### src/rbsi_pkg.sv
`timescale 1ns / 1ps

package rbsi_pkg;

    localparam int DATA_W        = 32;
    localparam int FRAC_BITS_DEF = 16;
    localparam int NUM_AXES      = 3;
    localparam int CFG_IDX_W     = 3;

    typedef enum logic [CFG_IDX_W-1:0] {
        CFG_BOX_MIN_X = 3'd0,
        CFG_BOX_MIN_Y = 3'd1,
        CFG_BOX_MIN_Z = 3'd2,
        CFG_BOX_MAX_X = 3'd3,
        CFG_BOX_MAX_Y = 3'd4,
        CFG_BOX_MAX_Z = 3'd5
    } t_cfg_idx;

    typedef logic signed [DATA_W-1:0] t_fix;

endpackage

### src/rbsi_plane.sv
`timescale 1ns / 1ps

module rbsi_plane #(
    parameter int FRAC_BITS = rbsi_pkg::FRAC_BITS_DEF
) (
    input  logic          i_clk,
    input  rbsi_pkg::t_fix i_bound,
    input  rbsi_pkg::t_fix i_origin,
    input  rbsi_pkg::t_fix i_recip,
    output rbsi_pkg::t_fix o_dist
);
    import rbsi_pkg::*;

    localparam int DIFF_W = DATA_W + 1;
    localparam int PROD_W = 2 * DATA_W;
    localparam logic [PROD_W-1:0] HALF    = PROD_W'(1) << (FRAC_BITS - 1);
    localparam logic [PROD_W-1:0] NEG_LIM = PROD_W'(1) << (DATA_W - 1);
    localparam logic [PROD_W-1:0] POS_LIM = NEG_LIM - PROD_W'(1);

    logic signed [DIFF_W-1:0] n_diff;
    logic [DIFF_W-1:0]        n_mag_d, r_mag_d;
    logic [DATA_W-1:0]        n_mag_r, r_mag_r;
    logic                     n_neg1, r_neg1;
    logic [PROD_W-1:0]        n_prod;
    logic [PROD_W-1:0]        r_prod;
    logic                     r_neg2;
    logic [PROD_W-1:0]        n_round;
    logic [PROD_W-1:0]        n_mag_q;
    t_fix                     n_dist, r_dist;

    // stage 1: exact difference and magnitudes
    always_comb begin
        n_diff  = DIFF_W'(i_bound) - DIFF_W'(i_origin);
        n_mag_d = n_diff[DIFF_W-1] ? DIFF_W'(-n_diff) : DIFF_W'(n_diff);
        n_mag_r = i_recip[DATA_W-1] ? DATA_W'(-i_recip) : DATA_W'(i_recip);
        n_neg1  = n_diff[DIFF_W-1] ^ i_recip[DATA_W-1];
    end

    // stage 2: unsigned product
    assign n_prod = PROD_W'(r_mag_d) * PROD_W'(r_mag_r);

    // stage 3: round half away from zero on the magnitude, then saturate
    always_comb begin
        n_round = r_prod + HALF;
        n_mag_q = n_round >> FRAC_BITS;
        if (r_neg2) begin
            if (n_mag_q > NEG_LIM) begin
                n_dist = t_fix'(NEG_LIM[DATA_W-1:0]);
            end else begin
                n_dist = t_fix'(-n_mag_q[DATA_W-1:0]);
            end
        end else begin
            if (n_mag_q > POS_LIM) begin
                n_dist = t_fix'(POS_LIM[DATA_W-1:0]);
            end else begin
                n_dist = t_fix'(n_mag_q[DATA_W-1:0]);
            end
        end
    end

    always_ff @(posedge i_clk) begin
        r_mag_d <= n_mag_d;
        r_mag_r <= n_mag_r;
        r_neg1  <= n_neg1;
        r_prod  <= n_prod;
        r_neg2  <= r_neg1;
        r_dist  <= n_dist;
    end

    assign o_dist = r_dist;

endmodule

### config.mk
export PLATFORM = sky130hd
export DESIGN_NAME = rbsi_plane
export DESIGN_NICKNAME = d
export VERILOG_FILES = /design/src/rbsi_pkg.sv /design/src/rbsi_plane.sv
export SDC_FILE = /design/constraint.sdc
export NUM_CORES = 2
export LEC_CHECK = 0
export BUFFER_PORTS_ARGS = -buffer_cell sky130_fd_sc_hd__buf_2
export CAP_MARGIN = 40
export CORE_MARGIN = 1.5
export CORE_UTILIZATION = 50
export CTS_CLUSTER_SIZE = 8
export DETAILED_ROUTE_END_ITERATION = 10
export PLACE_DENSITY = 0.74
export SETUP_SLACK_MARGIN = 0.15
export SLEW_MARGIN = 20
export SYNTH_ARGS = -nofsm -noshare
export SYNTH_HDL_FRONTEND = slang
export SYNTH_SLANG_ARGS = --single-unit
### constraint.sdc
create_clock -name i_clk -period 20.8 [get_ports i_clk]
set_input_delay 2.08 -clock i_clk [delete_from_list [all_inputs] [get_ports i_clk]]
set_output_delay 2.08 -clock i_clk [all_outputs]
set_load 0.01 [all_outputs]
==> qor.csv <==
stage,metric,value,unit
grt,largest net degree at the start of global routing,53,
status,status,completed,
logic_synthesis,synth unique cells,84,
logic_synthesis,post-synthesis net count,6124,
timing,Final TNS setup,0,ns
detailed_routing,drt first pass iters,5,
logic_synthesis,Main synth FF type,dfxtp_1,
setup_path,r2r startpoint,r_mag_d[4],
detailed_routing,WL final,119,mm
logic_synthesis,YS warnings,0,
setup_path,Worst Setup Start Kind,flip-flop,
setup_path,Critical Path Max Stage Delay,0.78,ns
logic_synthesis,synthesized area,42200,um2
timing,final hold violations,0,
min_path,hold path cells,0,
setup_path,R2R setup slack,11.78,ns
detailed_routing,DRC Markers,0,
clock_tree,"Clk pin slew, worst setup/hold paths",0.07,ns
clock_tree,clk sink count,148,
detailed_routing,Routed met2 length,55.6,mm
timing,Tmin final,9.02,ns
logic_synthesis,Mean Syn Cell Area,8.78,um2
setup_path,Crit path max-delay family,adder cells,
setup_path,worst r2r path cells,25,
floorplanning,Initial Util,0.505,
floorplanning,Core Area,83600,um2
grt,Overflow after GRT,0,
floorplanning,Die Y,294,um
grt,initial antenna violation count,5,
detailed_routing,Final ANT Viol Nets,0,
min_path,hold wc startpoint,r_neg1,
floorplanning,Rows,106,
setup_path,WP buf/inv,5,
job,Max-cap violations,0,
timing,Pins Over Slew Limit,0,
timing,setup violators final,0,
logic_synthesis,asr flop ratio synth,0,
logic_synthesis,post-synthesis cell count,4810,
layout,final core utilization,0.533,
setup_path,Max Fanout on Critical Path,19,
layout,fraction of layout cells with a size suffix above 1,0.0574,
setup_path,RR Endpoint,r_prod[63],
setup_path,Crit-path slowest cell,dfxtp_1,
timing,Slew headroom,0.377,
detailed_routing,wire per inst,20.2,um
layout,"commonest non-fill, non-tap cells in the layout","1034 x inv_1, 925 x fa_1, 696 x nand2_1",
detailed_routing,max layer used,met5,
logic_synthesis,number of enable flip-flop cells after synthesis,0,
layout,Filler cells,7510,
floorplanning,I/O pins,129,
floorplanning,Die Footprint,86200,um2
timing,RSZ-0062 raised after global routing,no,
clock_tree,Clock Path Buffers,2,
grt,number of global-route vias before repair,34400,
setup_path,critical path endpoint category,flip-flop,
setup_path,CP required,21.17,ns
layout,area delta synth->final,5.57,%
clock_tree,CTS Root Cell,clkbuf_16,
clock_tree,Num CTS Buffers,17,
clock_tree,H-tree depth,4,
floorplanning,Die X,294,um
clock_tree,CTS tree,done,
placement,Detail Placement HPWL,87.4,mm
clock_tree,Skew-Pair Late Insertion Delay,0.50,ns
detailed_routing,DR iter-0 viols,2340,
grt,first-pass GRT wire length,189,mm
timing,Worst Tran Pin Value,0.928,ns
placement,placed cell count,5838,
layout,post-route insts no fill,5873,
placement,PortBufs,128,
setup_path,CP Class,reg2reg,
detailed_routing,via count,33000,
layout,Layout Nets,6093,
detailed_routing,met3 routed WL,11.2,mm
min_path,Worst Hold Class,reg2reg,
min_path,Hold Path End,r_neg2,
setup_path,CP arrival,9.39,ns
timing,Tcrit/Tclk final,0.434,
grt,Total Routing Usage GR,0.287,
detailed_routing,Metal-1 WL,44.3,mm
setup_path,Crit path top cell by count,fa_1,
clock_tree,hold_buf cts,0,
detailed_routing,vias per std cell,5.62,
clock_tree,post-cts gate resize count,0,
logic_synthesis,register area share after synthesis,0.0702,
timing,fmax,111,MHz
logic_synthesis,Synth Register Bits,148,
placement,gp weighted congestion,0.944,
layout,"most common cell after layout, fill and taps aside",inv_1,
timing,skew final,0.0156,ns
clock_tree,Post-CTS Setup Repair Bufs,0,
[worst register-to-register path, cell delays in order, from the launching register on]
cell      delay [ns]
dfxtp_1         0.78
buf_4           0.41
and2_1          0.19
fa_1            0.47
fa_1            0.49
fa_1            0.56
inv_1           0.06
fa_1            0.53
inv_1           0.05
fa_1            0.45
ha_1            0.33
fa_1            0.54
inv_1           0.06
fa_1            0.53
inv_1           0.04
ha_1            0.33
nand2_1         0.06
o21ai_0         0.44
a221oi_1        0.17
o32a_1          0.24
a211oi_1        0.76
nor3_1          0.19
o41ai_1         0.64
and2_1          0.28
a41oi_1         0.15
xnor2_1         0.16
[through the flow]
step	hold slack, ns	instance area [um2]	setup slack (ns)
after global placement	0.313	43700	11.99
after floorplan	0.310	42200	13.34
after global routing	0.349	44600	11.56
final	0.331	44600	11.78
after detailed placement	0.316	43900	11.98
after CTS	0.333	44500	11.92
[layout make-up]
type / instances / area, um2 / share of cell area
multi-input cells: 3380 / 34400 / 0.772
inverters: 1034 / 3880 / 0.0871
flip-flops and latches: 148 / 2980 / 0.0668
well taps: 1080 / 1350 / 0.0303
repair buffers: 198 / 1330 / 0.0298
clock buffers: 17 / 425 / 0.00955
clock inverters: 15 / 186 / 0.00418
diodes: 1 / 2.50 / 0.0000562
[cells in the mapped netlist, drive strengths merged, types with 10 or more instances]
master,count,share of area
inv,1034,0.092
nor2,94,0.0085
xor2,57,0.012
nand2b,10,0.0015
ha,292,0.087
nor3,35,0.0041
a21o,57,0.010
clkbuf,235,0.021
or3,14,0.0021
a21oi,114,0.014
and3,35,0.0054
mux2i,13,0.0031
nand3,53,0.0065
nor4,21,0.0036
o21ai,88,0.010
o21bai,13,0.0024
nand4,37,0.0055
fa,925,0.44
xnor2,116,0.024
nor2b,24,0.0036
a31oi,13,0.0019
a22oi,11,0.0020
and2,492,0.073
o21a,10,0.0018
or4,10,0.0020
dfxtp,148,0.070
o211ai,15,0.0027
nand2,696,0.062
buf,13,0.0019
[layer usage]
| metal | up-vias | GRT usage |
|---|---|---|
| met5 | - | 0 |
| met4 | 4 | 0.157 |
| met3 | 439 | 0.0601 |
| met2 | 1582 | 0.464 |
| met1 | 16600 | 0.359 |
| li1 | 14400 | - |
[state kept, by name, indices dropped and copies added, names as in the netlist]
register and flops:
r_mag_d 33, r_neg2 1, o_dist 32, r_prod 49
r_neg1 1, r_mag_r 32
[how the worst max path moves through the flow]
| stage | start | depth (start not counted) | end | slack, ns |
|---|---|---|---|---|
| 2_1_floorplan | r_mag_d[17] | 25 | r_prod[60] | 13.34 |
| 3_3_place_gp | r_mag_r[4] | 25 | r_prod[63] | 11.99 |
| 3_5_place_dp | r_mag_d[4] | 25 | r_prod[63] | 11.98 |
| 4_1_cts | r_mag_d[4] | 25 | r_prod[63] | 11.92 |
| 5_1_grt | r_mag_d[4] | 25 | r_prod[63] | 11.56 |
| 6_report | r_mag_d[4] | 25 | r_prod[63] | 11.78 |
[logic make-up (layout without fill, tap and decap cells)]
family                   after synthesis  after routing  share of synthesized area
AO/OA/AOI/OAI                        409            409                     0.0639
buffers and inverters               1282           1264                      0.115
AND/OR/NAND/NOR                     1568           1568                      0.187
adder cells (fa/ha/maj)             1217           1217                      0.525
flip-flops                           148            148                     0.0702
other                                  0              1                          0
XOR/XNOR                             173            173                     0.0359
multiplexers                          13             13                    0.00308
Power is left out: the tool's default activity adds up to more than one toggle a clock period on the data nets, which glitch-free logic cannot reach.
